<file path="config.mk">
export PLATFORM = sky130hd
export DESIGN_NAME = battery_voltage_monitor_ema
export DESIGN_NICKNAME = d
export VERILOG_FILES = /design/src/rtl/core/bvm_pkg.sv /design/src/rtl/core/bvm_cfg.sv /design/src/rtl/core/bvm_dp.sv /design/src/rtl/core/bvm_ctrl.sv /design/src/rtl/core/battery_voltage_monitor_ema.sv
export SDC_FILE = /design/constraint.sdc
export NUM_CORES = 2
export LEC_CHECK = 0
export ABC_AREA = 1
export ABC_CLOCK_PERIOD_IN_PS = 16900
export BUFFER_PORTS_ARGS = -buffer_cell sky130_fd_sc_hd__buf_2
export CAP_MARGIN = 20
export CORE_UTILIZATION = 30
export CTS_CLUSTER_DIAMETER = 80
export CTS_CLUSTER_SIZE = 16
export DETAILED_ROUTE_END_ITERATION = 16
export SYNTH_ARGS = -nofsm -noshare
export SYNTH_HDL_FRONTEND = slang
export SYNTH_SLANG_ARGS = --single-unit
</file>
<file path="constraint.sdc">
create_clock -name clk -period 16.9 [get_ports clk]
set_input_delay 2.535 -clock clk [delete_from_list [all_inputs] [get_ports clk]]
set_output_delay 2.535 -clock clk [all_outputs]
set_load 0.1 [all_outputs]
</file>
<file path="src/rtl/core/bvm_pkg.sv">
// Package for the battery voltage monitor: widths, register indexes,
// configuration and controller/datapath interface types.
// No dependencies.
package bvm_pkg;

    // Window and ADC sizing
    localparam int SAMPLES_PER_UPDATE = 16;
    localparam int ADC_BITS           = 12;
    localparam int CNT_W              = (SAMPLES_PER_UPDATE > 1) ? $clog2(SAMPLES_PER_UPDATE) : 1;
    localparam int SUM_W              = ADC_BITS + $clog2(SAMPLES_PER_UPDATE);

    // Field widths
    localparam int SAMPLE_W    = 12;
    localparam int IN_TDATA_W  = 16;
    localparam int MV_W        = 16;
    localparam int PCT_W       = 7;
    localparam int OUT_TDATA_W = 24;

    // Fixed-point widths
    localparam int SCALE_W   = 24;
    localparam int ALPHA_W   = 9;
    localparam int Q_W       = 24;
    localparam int FRAC_BITS = 8;
    localparam int PROD_W    = ADC_BITS + SCALE_W;
    localparam int BP_W      = Q_W + ALPHA_W + 1;
    localparam int NUM_W     = MV_W + PCT_W;
    localparam int DIV_BIT_W = $clog2(PCT_W);

    localparam logic [Q_W-1:0]     Q_MAX     = {Q_W{1'b1}};
    localparam logic [ALPHA_W-1:0] ALPHA_ONE = ALPHA_W'(256);
    localparam logic [PCT_W-1:0]   PCT_FULL  = PCT_W'(100);

    // Configuration port
    localparam int CFG_INDEX_W = 3;
    localparam int CFG_DATA_W  = 24;

    localparam logic [CFG_INDEX_W-1:0] CFG_SCALE = CFG_INDEX_W'(0);
    localparam logic [CFG_INDEX_W-1:0] CFG_ALPHA = CFG_INDEX_W'(1);
    localparam logic [CFG_INDEX_W-1:0] CFG_FULL  = CFG_INDEX_W'(2);
    localparam logic [CFG_INDEX_W-1:0] CFG_EMPTY = CFG_INDEX_W'(3);
    localparam logic [CFG_INDEX_W-1:0] CFG_LOW   = CFG_INDEX_W'(4);

    localparam logic [SCALE_W-1:0] SCALE_RST = SCALE_W'(52800);
    localparam logic [ALPHA_W-1:0] ALPHA_RST = ALPHA_W'(26);
    localparam logic [MV_W-1:0]    FULL_RST  = MV_W'(4150);
    localparam logic [MV_W-1:0]    EMPTY_RST = MV_W'(3200);
    localparam logic [MV_W-1:0]    LOW_RST   = MV_W'(3700);

    typedef struct packed {
        logic [SCALE_W-1:0] scale;
        logic [ALPHA_W-1:0] alpha;
        logic [MV_W-1:0]    full;
        logic [MV_W-1:0]    empty;
        logic [MV_W-1:0]    low;
    } cfg_t;

    // Controller to datapath
    typedef struct packed {
        logic                 acc;
        logic                 mul;
        logic                 blend;
        logic                 pct;
        logic                 div_step;
        logic [DIV_BIT_W-1:0] div_bit;
        logic                 load_out;
    } cmd_t;

    // Datapath to controller
    typedef struct packed {
        logic win_last;
        logic pct_clamped;
    } sts_t;

endpackage

</file>
<file path="src/rtl/core/bvm_cfg.sv">
// Configuration register file of the battery voltage monitor.
// Depends on bvm_pkg.
module bvm_cfg
(
    input  logic                             clk,
    input  logic                             rst_n,
    input  logic                             cfg_we,
    input  logic [bvm_pkg::CFG_INDEX_W-1:0]  cfg_index,
    input  logic [bvm_pkg::CFG_DATA_W-1:0]   cfg_data,
    output bvm_pkg::cfg_t                    cfg
);

    bvm_pkg::cfg_t cfg_reg;
    bvm_pkg::cfg_t cfg_next;

    always_comb
    begin
        cfg_next = cfg_reg;
        if (cfg_we)
        begin
            case (cfg_index)
                bvm_pkg::CFG_SCALE: cfg_next.scale = cfg_data[bvm_pkg::SCALE_W-1:0];
                bvm_pkg::CFG_ALPHA: cfg_next.alpha = cfg_data[bvm_pkg::ALPHA_W-1:0];
                bvm_pkg::CFG_FULL:  cfg_next.full  = cfg_data[bvm_pkg::MV_W-1:0];
                bvm_pkg::CFG_EMPTY: cfg_next.empty = cfg_data[bvm_pkg::MV_W-1:0];
                bvm_pkg::CFG_LOW:   cfg_next.low   = cfg_data[bvm_pkg::MV_W-1:0];
                default:            cfg_next = cfg_reg;
            endcase
        end
    end

    always_ff @(posedge clk or negedge rst_n)
    begin
        if (!rst_n)
        begin
            cfg_reg.scale <= bvm_pkg::SCALE_RST;
            cfg_reg.alpha <= bvm_pkg::ALPHA_RST;
            cfg_reg.full  <= bvm_pkg::FULL_RST;
            cfg_reg.empty <= bvm_pkg::EMPTY_RST;
            cfg_reg.low   <= bvm_pkg::LOW_RST;
        end
        else
        begin
            cfg_reg <= cfg_next;
        end
    end

    assign cfg = cfg_reg;

endmodule

</file>
<file path="src/rtl/core/bvm_dp.sv">
// Datapath of the battery voltage monitor: window accumulator, scaling
// multiply, EMA blend, percentage divider and output payload register.
// Depends on bvm_pkg.
module bvm_dp
(
    input  logic                              clk,
    input  logic                              rst_n,
    input  bvm_pkg::cfg_t                     cfg,
    input  bvm_pkg::cmd_t                     cmd,
    input  logic [bvm_pkg::SAMPLE_W-1:0]      sample,
    output bvm_pkg::sts_t                     sts,
    output logic [bvm_pkg::MV_W-1:0]          battery_mv,
    output logic [bvm_pkg::PCT_W-1:0]         percent,
    output logic                              low_flag
);

    // Window state
    logic [bvm_pkg::SUM_W-1:0]    sum_reg,   sum_next;
    logic [bvm_pkg::CNT_W-1:0]    cnt_reg,   cnt_next;
    logic [bvm_pkg::ADC_BITS-1:0] avg_reg,   avg_next;
    logic [bvm_pkg::Q_W-1:0]      fresh_reg, fresh_next;
    logic [bvm_pkg::Q_W-1:0]      ema_reg,   ema_next;
    logic                         seeded_reg, seeded_next;

    // Divider state
    logic [bvm_pkg::NUM_W-1:0]    rem_reg,   rem_next;
    logic [bvm_pkg::MV_W-1:0]     den_reg,   den_next;
    logic [bvm_pkg::PCT_W-1:0]    quo_reg,   quo_next;

    // Output payload
    logic [bvm_pkg::MV_W-1:0]     mv_out_reg,  mv_out_next;
    logic [bvm_pkg::PCT_W-1:0]    pct_out_reg, pct_out_next;
    logic                         low_out_reg, low_out_next;

    logic [bvm_pkg::SUM_W-1:0]       total;
    logic [bvm_pkg::PROD_W-1:0]      prod;
    logic [bvm_pkg::PROD_W-1:0]      prod_sh;
    logic [bvm_pkg::ALPHA_W-1:0]     alpha_c;
    logic signed [bvm_pkg::Q_W:0]    diff;
    logic signed [bvm_pkg::BP_W-1:0] bprod;
    logic signed [bvm_pkg::BP_W-1:0] bsum;
    logic [bvm_pkg::MV_W-1:0]        mv;
    logic                            at_full;
    logic                            at_empty;
    logic [bvm_pkg::NUM_W-1:0]       trial;

    assign sts.win_last = (cnt_reg == bvm_pkg::CNT_W'(bvm_pkg::SAMPLES_PER_UPDATE - 1));

    assign total   = sum_reg + bvm_pkg::SUM_W'(sample[bvm_pkg::ADC_BITS-1:0]);
    assign prod    = bvm_pkg::PROD_W'(avg_reg) * bvm_pkg::PROD_W'(cfg.scale);
    assign prod_sh = prod >> bvm_pkg::FRAC_BITS;

    // ema + a*(fresh-ema)/256 with floor shift equals the weighted sum form
    assign alpha_c = (cfg.alpha > bvm_pkg::ALPHA_ONE) ? bvm_pkg::ALPHA_ONE : cfg.alpha;
    assign diff    = $signed({1'b0, fresh_reg}) - $signed({1'b0, ema_reg});
    assign bprod   = diff * $signed({1'b0, alpha_c});
    assign bsum    = $signed(bvm_pkg::BP_W'(ema_reg)) + (bprod >>> bvm_pkg::FRAC_BITS);

    assign mv       = ema_reg[bvm_pkg::Q_W-1 -: bvm_pkg::MV_W];
    assign at_full  = (mv >= cfg.full);
    assign at_empty = (mv <= cfg.empty);
    assign sts.pct_clamped = at_full || at_empty;

    assign trial = bvm_pkg::NUM_W'(den_reg) << cmd.div_bit;

    always_comb
    begin
        sum_next     = sum_reg;
        cnt_next     = cnt_reg;
        avg_next     = avg_reg;
        fresh_next   = fresh_reg;
        ema_next     = ema_reg;
        seeded_next  = seeded_reg;
        rem_next     = rem_reg;
        den_next     = den_reg;
        quo_next     = quo_reg;
        mv_out_next  = mv_out_reg;
        pct_out_next = pct_out_reg;
        low_out_next = low_out_reg;

        if (cmd.acc)
        begin
            if (sts.win_last)
            begin
                avg_next = bvm_pkg::ADC_BITS'(total / bvm_pkg::SAMPLES_PER_UPDATE);
                sum_next = '0;
                cnt_next = '0;
            end
            else
            begin
                sum_next = total;
                cnt_next = cnt_reg + 1'b1;
            end
        end

        if (cmd.mul)
        begin
            if (prod_sh > bvm_pkg::PROD_W'(bvm_pkg::Q_MAX))
                fresh_next = bvm_pkg::Q_MAX;
            else
                fresh_next = prod_sh[bvm_pkg::Q_W-1:0];
        end

        if (cmd.blend)
        begin
            seeded_next = 1'b1;
            if (seeded_reg)
                ema_next = bsum[bvm_pkg::Q_W-1:0];
            else
                ema_next = fresh_reg;
        end

        if (cmd.pct)
        begin
            rem_next = bvm_pkg::NUM_W'(mv - cfg.empty) * bvm_pkg::NUM_W'(bvm_pkg::PCT_FULL);
            den_next = cfg.full - cfg.empty;
            if (at_full)
                quo_next = bvm_pkg::PCT_FULL;
            else
                quo_next = '0;
        end

        if (cmd.div_step)
        begin
            if (rem_reg >= trial)
            begin
                rem_next = rem_reg - trial;
                quo_next[cmd.div_bit] = 1'b1;
            end
        end

        if (cmd.load_out)
        begin
            mv_out_next  = mv;
            pct_out_next = quo_reg;
            low_out_next = (mv != '0) && (mv < cfg.low);
        end
    end

    always_ff @(posedge clk or negedge rst_n)
    begin
        if (!rst_n)
        begin
            sum_reg    <= '0;
            cnt_reg    <= '0;
            ema_reg    <= '0;
            seeded_reg <= 1'b0;
        end
        else
        begin
            sum_reg    <= sum_next;
            cnt_reg    <= cnt_next;
            ema_reg    <= ema_next;
            seeded_reg <= seeded_next;
        end
    end

    always_ff @(posedge clk)
    begin
        avg_reg     <= avg_next;
        fresh_reg   <= fresh_next;
        rem_reg     <= rem_next;
        den_reg     <= den_next;
        quo_reg     <= quo_next;
        mv_out_reg  <= mv_out_next;
        pct_out_reg <= pct_out_next;
        low_out_reg <= low_out_next;
    end

    assign battery_mv = mv_out_reg;
    assign percent    = pct_out_reg;
    assign low_flag   = low_out_reg;

endmodule

</file>
<file path="src/rtl/core/bvm_ctrl.sv">
// Controller of the battery voltage monitor: sequences accumulate,
// scale, blend, percentage division and output handoff.
// Depends on bvm_pkg.
module bvm_ctrl
(
    input  logic          clk,
    input  logic          rst_n,
    input  logic          s_tvalid,
    output logic          s_tready,
    output logic          m_tvalid,
    input  logic          m_tready,
    input  bvm_pkg::sts_t sts,
    output bvm_pkg::cmd_t cmd
);

    localparam logic [2:0] ST_IDLE  = 3'd0;
    localparam logic [2:0] ST_MUL   = 3'd1;
    localparam logic [2:0] ST_BLEND = 3'd2;
    localparam logic [2:0] ST_PCT   = 3'd3;
    localparam logic [2:0] ST_DIV   = 3'd4;
    localparam logic [2:0] ST_OUT   = 3'd5;

    localparam logic [bvm_pkg::DIV_BIT_W-1:0] DIV_TOP = bvm_pkg::DIV_BIT_W'(bvm_pkg::PCT_W - 1);

    logic [2:0]                      state_reg, state_next;
    logic [bvm_pkg::DIV_BIT_W-1:0]   bit_reg,   bit_next;
    logic                            valid_reg, valid_next;

    assign s_tready = (state_reg == ST_IDLE);
    assign m_tvalid = valid_reg;

    always_comb
    begin
        state_next   = state_reg;
        bit_next     = bit_reg;
        valid_next   = valid_reg;
        cmd          = '0;
        cmd.div_bit  = bit_reg;

        // drop the result once taken
        if (valid_reg && m_tready)
            valid_next = 1'b0;

        case (state_reg)
            ST_IDLE:
            begin
                if (s_tvalid)
                begin
                    cmd.acc = 1'b1;
                    if (sts.win_last)
                        state_next = ST_MUL;
                end
            end
            ST_MUL:
            begin
                cmd.mul    = 1'b1;
                state_next = ST_BLEND;
            end
            ST_BLEND:
            begin
                cmd.blend  = 1'b1;
                state_next = ST_PCT;
            end
            ST_PCT:
            begin
                cmd.pct  = 1'b1;
                bit_next = DIV_TOP;
                if (sts.pct_clamped)
                    state_next = ST_OUT;
                else
                    state_next = ST_DIV;
            end
            ST_DIV:
            begin
                cmd.div_step = 1'b1;
                if (bit_reg == '0)
                    state_next = ST_OUT;
                else
                    bit_next = bit_reg - 1'b1;
            end
            ST_OUT:
            begin
                // hold until the output register is free
                if (!valid_reg || m_tready)
                begin
                    cmd.load_out = 1'b1;
                    valid_next   = 1'b1;
                    state_next   = ST_IDLE;
                end
            end
            default:
            begin
                state_next = ST_IDLE;
            end
        endcase
    end

    always_ff @(posedge clk or negedge rst_n)
    begin
        if (!rst_n)
        begin
            state_reg <= ST_IDLE;
            bit_reg   <= '0;
            valid_reg <= 1'b0;
        end
        else
        begin
            state_reg <= state_next;
            bit_reg   <= bit_next;
            valid_reg <= valid_next;
        end
    end

endmodule

</file>
<file path="src/rtl/core/battery_voltage_monitor_ema.sv">
// Flow: the last sample of a window is registered, then MUL, BLEND, PCT, the
//   7-step divider (skipped when the percentage clamps) and OUT run before m_tvalid rises.
// Throughput: one sample per cycle within a window; the window-closing sample
//   holds s_tready low until its result is loaded, longer while the prior result waits.
// Reset (rst_n low, async): window and EMA cleared, filter unseeded,
//   registers back to their defaults, no result pending.
module battery_voltage_monitor_ema
(
    input  logic                                clk,
    input  logic                                rst_n,
    // Sample stream in
    input  logic                                s_tvalid,
    output logic                                s_tready,
    input  logic [bvm_pkg::IN_TDATA_W-1:0]      s_tdata,   // [11:0] sample, rest zero
    // Gauge result out
    output logic                                m_tvalid,
    input  logic                                m_tready,
    output logic [bvm_pkg::OUT_TDATA_W-1:0]     m_tdata,   // [15:0] battery_mv,
                                                           // [22:16] percent, [23] low_flag
    // Register writes
    input  logic                                cfg_we,
    input  logic [bvm_pkg::CFG_INDEX_W-1:0]     cfg_index,
    input  logic [bvm_pkg::CFG_DATA_W-1:0]      cfg_data
);

    bvm_pkg::cfg_t cfg;
    bvm_pkg::cmd_t cmd;
    bvm_pkg::sts_t sts;

    logic [bvm_pkg::MV_W-1:0]  battery_mv;
    logic [bvm_pkg::PCT_W-1:0] percent;
    logic                      low_flag;

    // Registers: scale, alpha, full, empty, low thresholds
    bvm_cfg u_cfg
    (
        .clk       (clk),
        .rst_n     (rst_n),
        .cfg_we    (cfg_we),
        .cfg_index (cfg_index),
        .cfg_data  (cfg_data),
        .cfg       (cfg)
    );

    // Sequencer: accepts samples only while idle, owns the result valid
    bvm_ctrl u_ctrl
    (
        .clk      (clk),
        .rst_n    (rst_n),
        .s_tvalid (s_tvalid),
        .s_tready (s_tready),
        .m_tvalid (m_tvalid),
        .m_tready (m_tready),
        .sts      (sts),
        .cmd      (cmd)
    );

    // Arithmetic: accumulate, scale to Q16.8 mV, blend, divide for percent
    bvm_dp u_dp
    (
        .clk        (clk),
        .rst_n      (rst_n),
        .cfg        (cfg),
        .cmd        (cmd),
        .sample     (s_tdata[bvm_pkg::SAMPLE_W-1:0]),
        .sts        (sts),
        .battery_mv (battery_mv),
        .percent    (percent),
        .low_flag   (low_flag)
    );

    // Pack the result fields: low_flag on top, battery_mv in the lowest bits
    assign m_tdata = {low_flag, percent, battery_mv};

endmodule

</file>
==> flow_summary.toml <==
[status]
outcome = "complete, no violations"

[worst_setup_path]
cpMaxStageDelayCell = "xnor2_1"
r2r_end = "u_dp.ema_reg[21]"
cp_max_fo = 8
cp_data_arrival_time_ns = 10.08
crit_path_start = "u_dp.ema_reg[0]"
start_kind = "register"
reg2reg_depth = 40
max_stage_delay_ns = 0.77
r2r_start = "u_dp.ema_reg[0]"
crit_path_end_kind = "register"
cp.required_ns = 17.40
r2r_slack_ns = 7.32
cpMostUsedCell = "nand2_1"
crit_type = "register to register"
timing.critical_path.to = "u_dp.ema_reg[21]"

[clocking]
tritoncts = "built"
cts-resized-gates = 0
cts.hold.buffers_added = 0
cts-htree-levels = 1
clock_sinks = 239
cts_setup_buffers = 0
clk_latency_ns = 0.58
clk_pin_slew_ns = 0.08
cts_buffers = 22
clock_path_buffers = 3
cts_root_buffer = "clkbuf_16"

[place]
routabilityCongestion = 0.9180
dp_hpwl_um = 73570
numPortBuffers = 69

[routing]
firstDrtPassIters = 5
route.detailed.drc = 0
wl_um = 90820
route.detailed.wl_per_inst_um = 15.51
vias_per_cell = 4.713
antenna_left = 0
first_iter_violations = 1708
vias = 27600

[die]
start_util_pct = 30.26
pin_count = 74
fp-row-count = 123
dieArea_um2 = 114700
die_y_um = 338.6
core_um2 = 112300
die_x_um = 338.6

[min_path]
hp-class = "register to register"

[global_route]
grt_pass1_vias = 28200
antenna_found_initial = 2
grt_pass1_wl_um = 149600
grt_overflow = 0
gr-max-usage-layer = "met2"
grtUsageMet2_pct = 26.04
grt_use_met3_pct = 2.507
grt_usage_pct = 16.04
grt_max_degree = 75
grt_util_met1_pct = 22.30

[timing]
hold_viol_final = 0
grt_setup_unrepaired = "false"
setup_viol = 0
worst-slew-pin-transition_ns = 1.163
maxSlewHeadroom_pct = 22.47
max_freq_mhz = 104.4
skew_ns = 0.02222
post-route-min-period_ns = 9.582
slew_violations = 0
setup-tns-final_ns = 0
finalCritPeriodShare_pct = 56.70

[synthesis]
yosys.cell_types.count = 66
yosysWarnings = 0
synth_edf_count = 76
synth_top_area_share_pct = 24.32
synth_area_leaders = "fa_1 24%, ha_1 12%, nand2_1 11%, inv_1 10%, dfrtp_1 8.0%"
synth.largest_area_cell = "fa_1"
seq_area_frac_synth_pct = 18.36
syn-num-nets = 5135
syn_avg_cell_area_um2 = 7.836
synth-seq-cells = 239
netlist_area_um2 = 33990
ys.flop_type = "dfrtp_1"
synthArstFlopShare_pct = 55.65
syn_inst = 4338

[layout]
largest_reg_flops = 81
final_cell_mix = "956 x nand2_1, 919 x inv_1, 413 x fa_1"
fill_cells = 11990
nets = 5136
layout_commonest_cell = "nand2_1"
syn_to_final_growth_pct = 8.274
antenna_cells = 0
drive_gt1_share_pct = 5.511

[job]
max-cap-violations = 0
==> kinds of logic (layout without fill, tap and decap cells) <==
family | after synthesis | after routing | share of synthesized area (%)
muxes | 12 | 12 | 0.3828
DFF | 239 | 239 | 18.36
buffers and inverters | 1046 | 1063 | 11.70
and+or+nand+nor | 1496 | 1496 | 18.14
AOI/OAI and AO/OA | 651 | 651 | 10.97
xor gates and xnor gates | 145 | 145 | 3.758
adders and majority gates | 749 | 749 | 36.69
==> worst max-delay path, delay by kind of cell (launching register included) <==
kind            cells  cell delay, ns
flops               1            0.41
xor+xnor            2            1.03
fa+ha+maj           9            3.93
compound gates      8            1.25
simple gates       15            2.47
buf+inv             6            0.40
==> area by class of cell <==
type | count | area [um2] | area share [%]
clock buffers | 31 | 605.6 | 1.645
clock inverters | 9 | 151.4 | 0.4113
inverters | 927 | 3480 | 9.454
multi-input cells | 3053 | 23800 | 64.65
flip-flops and latches | 239 | 6241 | 16.96
well taps | 1500 | 1877 | 5.099
repair buffers | 96 | 656.9 | 1.785
==> cell usage after synthesis, drive strengths merged (3+ instances only) <==
library cell,instances
a2111oi,3
a21boi,8
a21o,27
a21oi,238
a221oi,8
a22o,10
a31o,5
a31oi,23
and3,3
buf,20
clkbuf,99
clkinv,4
dfrtp,109
dfstp,24
dfxtp,30
edfxtp,76
fa,413
ha,336
inv,923
mux2,8
mux2i,4
nand2,963
nand3,116
nand3b,9
nand4,49
nor2,276
nor3,38
nor4,9
o2111ai,4
o211ai,26
o21a,5
o21ai,254
o21bai,13
o221ai,3
o22ai,10
o31ai,7
or2,31
xnor2,59
xor2,86
==> how the worst min path moves through the flow <==
stage | from | slack (ns) | depth (start not counted) | to
detailed placement | u_dp.quo_reg[0] | 0.42 | 0 | u_dp.percent[0]
CTS | u_dp.quo_reg[0] | 0.44 | 0 | u_dp.percent[0]
floorplan | u_dp.quo_reg[2] | 0.41 | 0 | u_dp.percent[2]
global placement | u_dp.quo_reg[0] | 0.42 | 0 | u_dp.percent[0]
finish | u_dp.quo_reg[5] | 0.44 | 0 | u_dp.percent[5]
global route | u_dp.quo_reg[0] | 0.45 | 0 | u_dp.percent[0]
==> through the flow <==
step                area [um2]  utilization [%]  setup slack (ns)  hold slack, ns  cells
floorplan                33990                -             9.258          0.4086   4338
global placement         35880            31.94             7.461          0.4183   5806
detailed placement       35890            31.94             7.472          0.4194   5807
CTS                      36640            32.62             7.429          0.4370   5847
global route             36810            32.76             6.683          0.4474   5855
finish                   36810            32.76             7.318          0.4373   5855
==> per-layer routing <==
metal | vias to the layer above | share of wire, % | routed length, um
met3 | 107 | 5.5 | 5022
met4 | 0 | 2.4 | 2189
li1 | 13560 | - | -
met5 | - | 0 | 0
met1 | 13320 | 47 | 42790
met2 | 613 | 45 | 40830
Power is left out: the tool's default activity adds up to more than one toggle a clock period on the data nets, which glitch-free logic cannot reach.
